`src/rtl/mof_pkg.sv`:
```
// Shared types and constants for the motif occurrence finder.
package mof_pkg;

  // Fixed field widths of the ports.
  localparam int SYM_W  = 8;
  localparam int MIDX_W = 6;
  localparam int POS_W  = 11;
  localparam int CFG_W  = 7;
  localparam int CMD_W  = 2;

  // Command codes carried with each input word.
  localparam logic [CMD_W-1:0] CMD_SEQ     = 2'd0;
  localparam logic [CMD_W-1:0] CMD_MOTIF   = 2'd1;
  localparam logic [CMD_W-1:0] CMD_RESTART = 2'd2;

  // Controller state: normal operation, or reloading the reversed motif row.
  typedef enum logic {
    ST_RUN,
    ST_LOAD
  } load_state_t;

  // Controls broadcast to every cell of the compare chain.
  typedef struct packed {
    logic shift;   // a sequence byte enters the window chain
    logic clear;   // restart: window bytes return to zero
    logic rshift;  // reload: motif row shifts one cell along
  } cell_ctl_t;

endpackage

```
`src/rtl/mof_ram.sv`:
```
// Generic single-write, single-read RAM with a registered read port.
module mof_ram #(
  parameter int WIDTH = 8,
  parameter int DEPTH = 64
) (
  input  logic                                       clk,
  input  logic                                       we,
  input  logic [((DEPTH > 1) ? $clog2(DEPTH) : 1)-1:0] waddr,
  input  logic [WIDTH-1:0]                           wdata,
  input  logic [((DEPTH > 1) ? $clog2(DEPTH) : 1)-1:0] raddr,
  output logic [WIDTH-1:0]                           rdata
);

  logic [WIDTH-1:0] mem [DEPTH];

  // Write port and registered read port.
  always_ff @(posedge clk) begin
    if (we) begin
      mem[waddr] <= wdata;
    end
    rdata <= mem[raddr];
  end

endmodule

```
`src/rtl/mof_cell.sv`:
```
// One cell of the compare chain: a window byte, a motif byte and their match flag.
module mof_cell #(
  parameter int INDEX = 0,
  parameter int LEN_W = 7
) (
  input  logic                      clk,
  input  logic                      rst,
  input  mof_pkg::cell_ctl_t        ctl,
  input  logic                      r_we,
  input  logic [mof_pkg::SYM_W-1:0] din,
  input  logic [mof_pkg::SYM_W-1:0] w_prev,
  input  logic [mof_pkg::SYM_W-1:0] r_prev,
  input  logic [LEN_W-1:0]          len,
  output logic [mof_pkg::SYM_W-1:0] w,
  output logic [mof_pkg::SYM_W-1:0] r,
  output logic                      hit
);

  localparam logic [LEN_W-1:0] IDX = LEN_W'(INDEX);

  // Window byte: shifts in from the neighbor, cleared on restart.
  always_ff @(posedge clk) begin
    if (rst) begin
      w <= '0;
    end else if (ctl.clear) begin
      w <= '0;
    end else if (ctl.shift) begin
      w <= w_prev;
    end
  end

  // Motif byte aligned to this window slot: reloaded by shifting, or written directly.
  always_ff @(posedge clk) begin
    if (ctl.rshift) begin
      r <= r_prev;
    end else if (r_we) begin
      r <= din;
    end
  end

  // Cells past the active length always agree.
  assign hit = (IDX >= len) || (w == r);

endmodule

```
`src/rtl/motif_occurrence_finder.sv`:
```
// Top level of the motif occurrence finder: control, motif RAM and compare chain.
//
// Usage: every input word carries cmd, symbol and motif_index. A sequence byte
// (CMD_SEQ) enters the window; when the newest motif_length bytes equal the
// motif, one result word with the 1-based start position is produced. A motif
// write (CMD_MOTIF) stores symbol at motif_index; a restart (CMD_RESTART)
// clears the window and the position count. Neither produces a result.
// Sequence bytes beyond MAX_SEQ_LEN are dropped.
// Input and output use valid/stall; a word moves when valid is high and
// stall is low. The motif length is written through cfg_wr_en/cfg_wr_data.
// A result moves from the pending compare of its sequence byte into the output
// register. Throughput: one word per cycle while the output is taken and no
// reload runs; the chain compares every cell in parallel in the cycle after the
// byte shifts in. When the output stalls with a result waiting and another
// compare is pending, the input stalls until the output register frees.
// A length write reorders the motif row: the input stalls while the row is
// shifted in from the motif RAM, one byte per cycle.
// Reset clears the window, the count and the output, and sets the length to 1.
module motif_occurrence_finder #(
  parameter int MOTIF_MAX   = 64,
  parameter int MAX_SEQ_LEN = 1024
) (
  input  logic                       clk,
  input  logic                       rst,
  input  logic                       sym_valid,
  output logic                       sym_stall,
  input  logic [mof_pkg::CMD_W-1:0]  cmd,
  input  logic [mof_pkg::SYM_W-1:0]  symbol,
  input  logic [mof_pkg::MIDX_W-1:0] motif_index,
  output logic                       match_valid,
  input  logic                       match_stall,
  output logic [mof_pkg::POS_W-1:0]  match_position,
  input  logic                       cfg_wr_en,
  input  logic [mof_pkg::CFG_W-1:0]  cfg_wr_data
);

  localparam int LEN_W = $clog2(MOTIF_MAX + 1);
  localparam int CNT_W = $clog2(MAX_SEQ_LEN + 1);
  localparam int AW    = (MOTIF_MAX > 1) ? $clog2(MOTIF_MAX) : 1;
  localparam int XW    = (LEN_W > mof_pkg::MIDX_W) ? LEN_W : mof_pkg::MIDX_W;
  localparam int CMP_W = (CNT_W > LEN_W) ? CNT_W : LEN_W;

  // Registers and their next values.
  logic [LEN_W-1:0]           len;
  logic [CNT_W-1:0]           count;
  logic                       pend;
  mof_pkg::load_state_t       state;
  mof_pkg::load_state_t       state_next;
  logic [LEN_W-1:0]           rd_cnt;
  logic [LEN_W-1:0]           rd_cnt_next;
  logic                       rd_v;
  logic                       rd_v_next;

  // Handshake and decode.
  logic                       accept;
  logic                       out_free;
  logic                       seq_go;
  logic                       restart_go;
  logic                       motif_go;
  logic                       pend_next;
  logic [LEN_W-1:0]           len_next;

  // Motif write addressing.
  logic [XW-1:0]              midx_x;
  logic [XW-1:0]              len_x;
  logic [XW-1:0]              target;
  logic                       direct_wr;
  logic [MOTIF_MAX-1:0]       r_we;

  // Chain signals.
  mof_pkg::cell_ctl_t         ctl;
  logic [mof_pkg::SYM_W-1:0]  w_row [MOTIF_MAX];
  logic [mof_pkg::SYM_W-1:0]  r_row [MOTIF_MAX];
  logic [MOTIF_MAX-1:0]       hit;
  logic [mof_pkg::SYM_W-1:0]  ram_rdata;

  // Compare result.
  logic                       found;
  logic [CMP_W-1:0]           count_c;
  logic [CMP_W-1:0]           len_c;
  logic [CMP_W-1:0]           pos_full;
  logic [CMP_W+mof_pkg::POS_W-1:0] pos_ext;

  // Input handshake: hold off while reloading or while a result cannot leave.
  assign out_free  = !match_valid || !match_stall;
  assign sym_stall = (state == mof_pkg::ST_LOAD) || (pend && !out_free);
  assign accept    = sym_valid && !sym_stall;

  assign seq_go     = accept && (cmd == mof_pkg::CMD_SEQ) &&
                      (count != CNT_W'(MAX_SEQ_LEN));
  assign restart_go = accept && (cmd == mof_pkg::CMD_RESTART);
  assign midx_x     = XW'(motif_index);
  assign len_x      = XW'(len);
  assign motif_go   = accept && (cmd == mof_pkg::CMD_MOTIF) &&
                      (midx_x < XW'(MOTIF_MAX));

  // A motif byte inside the active length also lands in its aligned cell.
  assign target    = len_x - XW'(1) - midx_x;
  assign direct_wr = motif_go && (midx_x < len_x);

  // Effective length of a configuration write: zero counts as one, large values saturate.
  always_comb begin
    if (cfg_wr_data == '0) begin
      len_next = LEN_W'(1);
    end else if (32'(cfg_wr_data) > MOTIF_MAX) begin
      len_next = LEN_W'(MOTIF_MAX);
    end else begin
      len_next = LEN_W'(cfg_wr_data);
    end
  end

  // Length register, position count and pending compare flag.
  assign pend_next = seq_go || (pend && !out_free);

  always_ff @(posedge clk) begin
    if (rst) begin
      len   <= LEN_W'(1);
      count <= '0;
      pend  <= 1'b0;
    end else begin
      if (cfg_wr_en) begin
        len <= len_next;
      end
      if (restart_go) begin
        count <= '0;
      end else if (seq_go) begin
        count <= count + CNT_W'(1);
      end
      pend <= pend_next;
    end
  end

  // Reload state register.
  always_ff @(posedge clk) begin
    if (rst) begin
      state  <= mof_pkg::ST_RUN;
      rd_cnt <= '0;
      rd_v   <= 1'b0;
    end else begin
      state  <= state_next;
      rd_cnt <= rd_cnt_next;
      rd_v   <= rd_v_next;
    end
  end

  // Reload sequencer: read motif bytes 0 .. len-1 and shift them down the row.
  always_comb begin
    state_next  = state;
    rd_cnt_next = rd_cnt;
    rd_v_next   = 1'b0;
    unique case (state)
      mof_pkg::ST_RUN: begin
        if (cfg_wr_en) begin
          state_next  = mof_pkg::ST_LOAD;
          rd_cnt_next = '0;
        end
      end
      mof_pkg::ST_LOAD: begin
        if (cfg_wr_en) begin
          rd_cnt_next = '0;
        end else if (rd_cnt != len) begin
          rd_cnt_next = rd_cnt + LEN_W'(1);
          rd_v_next   = 1'b1;
        end else if (!rd_v) begin
          state_next = mof_pkg::ST_RUN;
        end
      end
      default: begin
        state_next = mof_pkg::ST_RUN;
      end
    endcase
  end

  // Motif store.
  mof_ram #(
    .WIDTH (mof_pkg::SYM_W),
    .DEPTH (MOTIF_MAX)
  ) u_motif_ram (
    .clk   (clk),
    .we    (motif_go),
    .waddr (midx_x[AW-1:0]),
    .wdata (symbol),
    .raddr (rd_cnt[AW-1:0]),
    .rdata (ram_rdata)
  );

  // Chain controls.
  always_comb begin
    ctl.shift  = seq_go;
    ctl.clear  = restart_go;
    ctl.rshift = rd_v;
  end

  // Compare chain: window bytes enter at cell 0, motif bytes reload from the RAM.
  for (genvar j = 0; j < MOTIF_MAX; j++) begin : g_cell
    assign r_we[j] = direct_wr && (target == XW'(j));

    if (j == 0) begin : g_head
      mof_cell #(
        .INDEX (j),
        .LEN_W (LEN_W)
      ) u_cell (
        .clk    (clk),
        .rst    (rst),
        .ctl    (ctl),
        .r_we   (r_we[j]),
        .din    (symbol),
        .w_prev (symbol),
        .r_prev (ram_rdata),
        .len    (len),
        .w      (w_row[j]),
        .r      (r_row[j]),
        .hit    (hit[j])
      );
    end else begin : g_body
      mof_cell #(
        .INDEX (j),
        .LEN_W (LEN_W)
      ) u_cell (
        .clk    (clk),
        .rst    (rst),
        .ctl    (ctl),
        .r_we   (r_we[j]),
        .din    (symbol),
        .w_prev (w_row[j-1]),
        .r_prev (r_row[j-1]),
        .len    (len),
        .w      (w_row[j]),
        .r      (r_row[j]),
        .hit    (hit[j])
      );
    end
  end

  // Match decision and start position of the occurrence.
  assign count_c  = CMP_W'(count);
  assign len_c    = CMP_W'(len);
  assign found    = (&hit) && (count_c >= len_c);
  assign pos_full = count_c - len_c + CMP_W'(1);
  assign pos_ext  = {{mof_pkg::POS_W{1'b0}}, pos_full};

  // Output register.
  always_ff @(posedge clk) begin
    if (rst) begin
      match_valid <= 1'b0;
    end else if (out_free) begin
      match_valid <= pend && found;
    end
  end

  always_ff @(posedge clk) begin
    if (out_free && pend && found) begin
      match_position <= pos_ext[mof_pkg::POS_W-1:0];
    end
  end

  // A new result appears only after a pending compare.
  a_result_from_compare: assert property (@(posedge clk) disable iff (rst)
    $rose(match_valid) |-> $past(pend))
    else $error("result word without a pending compare");

  // The position count never passes the sequence limit.
  a_count_limit: assert property (@(posedge clk) disable iff (rst)
    count <= CNT_W'(MAX_SEQ_LEN))
    else $error("position count beyond sequence limit");

  // No input word is taken while the motif row reloads.
  a_stall_on_load: assert property (@(posedge clk) disable iff (rst)
    (state == mof_pkg::ST_LOAD) |-> sym_stall)
    else $error("input taken during motif reload");

  // A pending compare that cannot leave keeps the window frozen.
  a_hold_window: assert property (@(posedge clk) disable iff (rst)
    (pend && match_valid && match_stall) |=> $stable(count))
    else $error("window moved while a compare was blocked");

endmodule
```
`config.mk`:
```
export PLATFORM = sky130hd
export DESIGN_NAME = motif_occurrence_finder
export DESIGN_NICKNAME = d
export VERILOG_FILES = /design/src/rtl/mof_pkg.sv /design/src/rtl/mof_ram.sv /design/src/rtl/mof_cell.sv /design/src/rtl/motif_occurrence_finder.sv
export SDC_FILE = /design/constraint.sdc
export NUM_CORES = 2
export LEC_CHECK = 0
export BUFFER_PORTS_ARGS = -buffer_cell sky130_fd_sc_hd__buf_2
export CORE_MARGIN = 1
export CORE_UTILIZATION = 60
export CTS_BUF_LIST = sky130_fd_sc_hd__clkbuf_8
export DETAILED_ROUTE_END_ITERATION = 16
export HOLD_SLACK_MARGIN = 0.1
export PLACE_DENSITY = 0.76
export SKIP_LAST_GASP = 1
export SLEW_MARGIN = 10
export SYNTH_ARGS = -nofsm -noshare
export SYNTH_HDL_FRONTEND = slang
export SYNTH_SLANG_ARGS = --single-unit
```
`constraint.sdc`:
```
create_clock -name clk -period 5.88 [get_ports clk]
set_clock_uncertainty 0.2 [all_clocks]
set_input_delay 0.294 -clock clk [delete_from_list [all_inputs] [get_ports clk]]
set_output_delay 0.294 -clock clk [all_outputs]
set_load 0.01 [all_outputs]
```
== Word level (Yosys, flattened, before mapping) ==
Memory sizes are Yosys's and may differ from the RTL's. A register that Yosys moved wholly into a read port is not among the register bits.
Cells that the tools add are included.

* Equality and inequality tests: 133
* Bitwise operators: 1
* Reductions and logical operators: 218
* Muxes and demuxes: 142
* Magnitude comparators: 68
* $add $sub $neg: 6

{| class="wikitable"
|+ Operators by type and width
! cell !! number
|-
| two-way mux 8 bit || 128
|-
| equality test 8 bit || 64
|-
| equality test 7 x 6 -> 1 bit, second input constant || 32
|-
| greater-or-equal comparator 6 x 7 -> 1 bit, first input constant || 32
|-
| nonzero test 2 bit || 64
|-
| equality test 7 x 5 -> 1 bit, second input constant || 16
|-
| greater-or-equal comparator 5 x 7 -> 1 bit, first input constant || 16
|-
| logical AND 1 bit || 76
|-
| logical OR 1 bit || 67
|-
| AND reduction 64 bit || 1
|-
| equality test 7 x 4 -> 1 bit, second input constant || 8
|-
| greater-or-equal comparator 4 x 7 -> 1 bit, first input constant || 8
|-
| two-way mux 7 bit || 5
|-
| equality test 7 x 3 -> 1 bit, second input constant || 4
|-
| greater-or-equal comparator 3 x 7 -> 1 bit, first input constant || 4
|-
| adder 11 x 1 -> 11 bit, second input constant || 2
|-
| equality test 7 x 2 -> 1 bit, second input constant || 2
|-
| greater-or-equal comparator 1 x 7 -> 1 bit, first input constant || 2
|-
| greater-or-equal comparator 2 x 7 -> 1 bit, first input constant || 2
|-
| logical NOT 7 bit || 2
|-
| case mux 7 bit (2 select lines) || 1
|-
| greater-or-equal comparator 11 x 7 -> 1 bit || 1
|-
| != test 11 bit, second input constant || 1
|-
| subtractor 11 x 7 -> 11 bit || 1
|-
| 20 further kinds || 29
|}

* Input bits: 28
* Output and inout port bits: 13
* Word-level logic and storage cells: 705
* Memory bits (writable): 512
* Register bits: 1064
* Memories: 1

{| class="wikitable"
|+ Memory list
! name !! words !! bits a word !! read ports !! clocked after memory_dff !! write ports !! line !! source
|-
| u_motif_ram.mem || 64 || 8 || 1 || 1 || 1 || mof_ram.sv:14 || <nowiki>logic [WIDTH-1:0] mem [DEPTH];</nowiki>
|}

== Longest topological paths before layout ==
* Depth after elaboration: 13
* Depth in mapped cells: 14
* Gate-level depth less buffers: 14

== By module ==
Synthesis repeated with hierarchy kept, for this count alone.

* Cell total of the unflattened synthesis: 5159
* Area total of the unflattened synthesis: 71371.0 um^2

{| class="wikitable"
|+ By module, submodules not included
! module !! area an instance (um^2) !! instances !! cells each !! seq. area each (um^2)
|-
| mof_ram || 20320.7 || 1 || 1000 || 15534.9
|-
| mof_cell at g_cell[0].g_head.u_cell ... || 745.7 || 10 || 59 || 400.4
|-
| mof_cell at g_cell[12].g_body.u_cell ... || 747.0 || 5 || 59 || 400.4
|-
| mof_cell at g_cell[13].g_body.u_cell ... || 744.5 || 5 || 59 || 400.4
|-
| mof_cell at g_cell[11].g_body.u_cell ... || 740.7 || 5 || 57 || 400.4
|-
| motif_occurrence_finder || 3475.8 || 1 || 446 || 910.9
|-
| mof_cell at g_cell[10].g_body.u_cell ... || 749.5 || 3 || 60 || 400.4
|-
| mof_cell at g_cell[22].g_body.u_cell ... || 747.0 || 3 || 58 || 400.4
|-
| mof_cell at g_cell[24].g_body.u_cell ... || 743.2 || 3 || 57 || 400.4
|-
| mof_cell at g_cell[21].g_body.u_cell ... || 745.7 || 2 || 58 || 400.4
|-
| mof_cell at g_cell[19].g_body.u_cell ... || 742.0 || 2 || 57 || 400.4
|-
| mof_cell at g_cell[23].g_body.u_cell ... || 739.5 || 2 || 57 || 400.4
|-
| mof_cell at g_cell[17].g_body.u_cell ... || 738.2 || 2 || 57 || 400.4
|-
| mof_cell at g_cell[16].g_body.u_cell ... || 737.0 || 2 || 57 || 400.4
|-
| 19 more rows || n/a || n/a || n/a || n/a
|}

== Worst setup path after synthesis ==
No wires, ideal clock.

* Path type: register -> register
* Start: reg len[2]
* End: reg match_position[0] in the netlist's numbering (enable)
* Stages on the path, launching flop included: 10
* Path buffers: 1
* Library setup time: 0.387 ns
* Data required time: 5.293 ns
* Data arrival time: 2.941 ns
* Setup slack: 2.352 ns
* Period minus slack after synthesis: 3.528 ns
* Cells stage by stage: dfxtp_1 clkbuf_1 clkinv_1 ha_1 nand4_1 o31a_1 a2111oi_0 nor4bb_1 nand4_1 nor4b_2

* Longest elaborated chain between the ends: 5
* Elaborated cells between the ends (all ways): 132
* Those cells by class: 65 x order compare; 67 x reduce/logical

{| class="wikitable"
|+ Ends and longest elaborated chain
! element !! line !! source
|-
| start: declaration || motif_occurrence_finder.sv:44 || <nowiki>logic [LEN_W-1:0] len;</nowiki>
|-
| start signal: assignment || motif_occurrence_finder.sv:122 || <nowiki>len <= len_next;</nowiki>
|-
| greater-or-equal comparator 1 x 7 -> 1 bit (tied with other cells) || mof_cell.sv:42 || <nowiki>assign hit = (IDX >= len) || (w == r);</nowiki>
|-
| logical OR 1 bit || mof_cell.sv:42 ||
|-
| AND reduction 64 bit || motif_occurrence_finder.sv:238 || <nowiki>assign found = (&hit) && (count_c >= len_c);</nowiki>
|-
| logical AND 1 bit * || motif_occurrence_finder.sv:238 ||
|-
| logical AND 1 bit * || motif_occurrence_finder.sv:252 || <nowiki>if (out_free && pend && found) begin</nowiki>
|-
| end signal: assignment || motif_occurrence_finder.sv:253 || <nowiki>match_position <= pos_ext[mof_pkg::POS_W-1:0];</nowiki>
|-
| end: declaration || motif_occurrence_finder.sv:32 || <nowiki>output logic [mof_pkg::POS_W-1:0] match_position,</nowiki>
|}

Mark *: on every way between the ends. The rest lies on a longest branch, timed or not.
A chain may end at the register's enable or synchronous reset.

== Worst setup path after layout ==
* Start: reg len[6]
* End: reg match_position[4] in the netlist's numbering (enable)

Same word-level chain as after synthesis.

==> key figures <==
Outcome
  – Status: finished, final reports clean

Timing
  – Slew Viols, Final: 0
  – Setup TNS: 0 ns
  – Least-Margin Pin Slew: 1.240 ns
  – Final-report hold violation count: 0
  – RSZ-0062 raised after global routing: no
  – Setup-failing EPs final: 0
  – Slew Limit Headroom: 17.34%
  – Tcrit/Tclk final: 79.90%
  – Fin crit period: 4.698 ns
  – WHS: 0.2376 ns
  – Fmax: 212.9 MHz

Synth
  – Distinct cells, synth: 72
  – Synth Register Bits: 1584
  – Syn Inst Count: 5925
  – Synth top area cells: edfxtp_1 47%, dfxtp_1 16%, nand2_1 12%, mux4_2 5.7%, xor2_1 4.3%
  – Sequential fraction of the synthesis area: 63.05%
  – Syn nets: 5995
  – Top-area cell type share of the netlist area: 46.58%
  – Post-synth top cells: 2095 x nand2_1, 1035 x edfxtp_1, 554 x a21oi_1
  – Synth area leader: edfxtp_1
  – Avg Inst Size Synth: 11.26 um2
  – Main synth FF type: edfxtp_1
  – Post-synth EDFFs: 1035
  – Synth warn: 0
  – Ys async rst share: 0%
  – Synthesized area: 0.06673 mm2
  – Cell with the most instances after synthesis: nand2_1

Placed design
  – Gpl congestion: 0.9296
  – Placed instance count: 7159
  – Final HPWL DP: 111.4 mm
  – IO Port Bufs: 40
  – Post-Place Cell Area: 0.06832 mm2

Finish
  – Final cell count without fillers: 7665
  – Cell area after layout: 0.07331 mm2
  – Layout Nets: 6043
  – Final Util: 66.88%
  – Layout cells sized above 1: 10.58%
  – Fillcell total: 8116
  – Area growth from synthesis to layout: 9.863%

Pwr
  – Switching share of power: 24.13%
  – Part of the power in registers: 55.6%
  – Maximum VDD drop: 0.0002703 V
  – Combinational share of power: 5.8%
  – Int Pwr: 16.56 mW
  – P_sw: 5.265 mW
  – Pwr Density: 297.7 mW/mm2
  – Clock power frac: 38.6%
  – Leak: 25.60 nW

Critical path
  – Crit-path max FO: 16
  – Kind of critical path: reg2reg
  – Worst Setup End Kind: flop
  – Crit-path slowest cell: a2111oi_0
  – Top Family by Delay on Critical Path: simple AND/OR/NAND/NOR gates
  – Critical Path AT: 5.07 ns
  – Req. time, crit path: 6.25 ns
  – Nature of the critical path startpoint: flop
  – Crit path buf inv count: 0
  – Critical-path cell list: or2_1 -> nor2_1 -> a22oi_1 -> a2111oi_0 -> and4_1 -> nand4_1 -> nor4b_4
  – Largest stage delay on the critical path: 0.79 ns

Route
  – Top sig layer: met5
  – DRC Markers: 0
  – DRT met1 WL: 69.69 mm
  – Wirelength per Cell: 22.82 um
  – Total number of vias: 45645
  – ANT nets after route: 0
  – WL met3: 16.03 mm
  – 1st-pass router iterations: 6
  – DRT iter0 DRCs: 5382
  – Metal2 WL: 81.71 mm
  – Vias/cell: 5.955
  – WL final: 174.9 mm

Clock network
  – Cts repair resizes: 0
  – Clock latency on the worst-skew pair: 0.96 ns
  – H-tree depth: 4
  – Clock slew at the register clock pins of the worst setup and hold paths: 0.06 ns
  – CTS Sinks: 1584
  – CTS tree: done
  – Clk root buf: clkbuf_8
  – CTS buffer count: 237
  – Maximum clock insertion buffer count: 3

Floorplan
  – Die H: 335.5 um
  – Initial Utilization: 60.88%
  – Row cnt: 121
  – IO Count: 41
  – Die W: 335.5 um
  – Full die area: 0.1125 mm2
  – Core area: 0.1096 mm2

Run
  – MaxCap Viol Count: 0

Global route
  – Overall routing resource usage: 31.24%
  – First-pass GRT wire length: 265.9 mm
  – Vias in the first global route: 44168
  – Initial antenna violation count: 6
  – Largest net degree at the start of global routing: 259
  – Total global routing overflow: 0

Min path
  – Worst Hold Class: in2reg
## path summary, 6_finish.rpt
check,start,to,slack (ns),depth (start not counted)
worst min-delay path,match_stall,match_valid$_SDFFE_PP0N_,0.24,5
worst min register to register,g_cell[51].g_body.u_cell.w[2]$_SDFFE_PP0P_,g_cell[52].g_body.u_cell.w[2]$_SDFFE_PP0P_,0.26,2
worst max register to register,len[6]$_SDFFE_PP0P_,match_position[4]$_DFFE_PP_,1.18,7
worst max-delay path,len[6]$_SDFFE_PP0P_,match_position[4]$_DFFE_PP_,1.18,7
## placed cells by master, fill, tap and decap left out, types with 123 or more instances in the layout
master,instances
nor2_1,123
nand2_1,2094
edfxtp_1,1035
inv_1,152
mux4_2,168
xnor2_1,222
xor2_1,325
a21oi_1,554
dfxtp_1,544
clkbuf_8,263
## routing by layer
metal	vias to the layer above	track usage [%]
met1	22306	42.63
met3	401	6.093
met4	6	13.37
li1	20623	-
met5	-	0
met2	2309	49.05
## sequential cells by signal, indices dropped and copies added (netlist names)
name	cells
u_motif_ram.rdata	8
len	7
match_valid	1
state	1
g_cell.g_body.u_cell.r	504
rd_cnt	7
pend	1
u_motif_ram.mem	512
g_cell.g_body.u_cell.w	504
match_position	11
g_cell.g_head.u_cell.w	8
count	11
rd_v	1
g_cell.g_head.u_cell.r	8
## power groups by stage
stage | logic, mW | clock network, mW | registers (mW)
after global placement | 1.20 | 0 | 12.4
after floorplan | 0.734 | 0 | 12.3
after global routing | 1.34 | 8.95 | 12.1
after detailed placement | 1.21 | 0 | 12.4
after CTS | 1.25 | 8.49 | 12.1
final | 1.27 | 8.42 | 12.1
## kinds of logic (layout without fill, tap and decap cells)
kind of cell | count (synthesis) | after routing | synth area share [%]
other cells | 0 | 8 | 0
flops | 1584 | 1584 | 63.05
fa+ha+maj | 44 | 44 | 0.8626
compound gates | 714 | 714 | 6.083
simple gates | 2464 | 2464 | 14.81
buf+inv | 400 | 656 | 2.291
xor+xnor | 549 | 549 | 7.206
mux | 170 | 170 | 5.700
## through the flow
stage,worst slack (ns),total power [mW]
floorplan,2.352,13.05
global placement,1.379,13.55
detailed placement,1.306,13.57
CTS,1.261,21.86
global route,1.096,22.42
finish,1.182,21.82
## timing repair
action                     CTS  global route
hold buffers                51             0
hold endpoints to repair  1154             0
setup buffers                0             0
## worst reg2reg max path, cell delays in order (launching register included)
cell,delay (ns)
dfxtp_1,0.57
or2_1,0.49
nor2_1,0.73
a22oi_1,0.25
a2111oi_0,0.79
and4_1,0.30
nand4_1,0.21
nor4b_4,0.77
## final cells by class
cell class	instances	area, um2	area share [%]
diodes	8	20.02	0.02731
clock buffers	263	3620	4.938
flip-flops and latches	1584	42080	57.41
inverters	38	142.6	0.1946
repair buffers	171	1486	2.028
well taps	1476	1847	2.519
clock inverters	184	834.6	1.138
multi-input cells	3941	23270	31.75
Note: power is estimated with default switching activity, not from simulation.
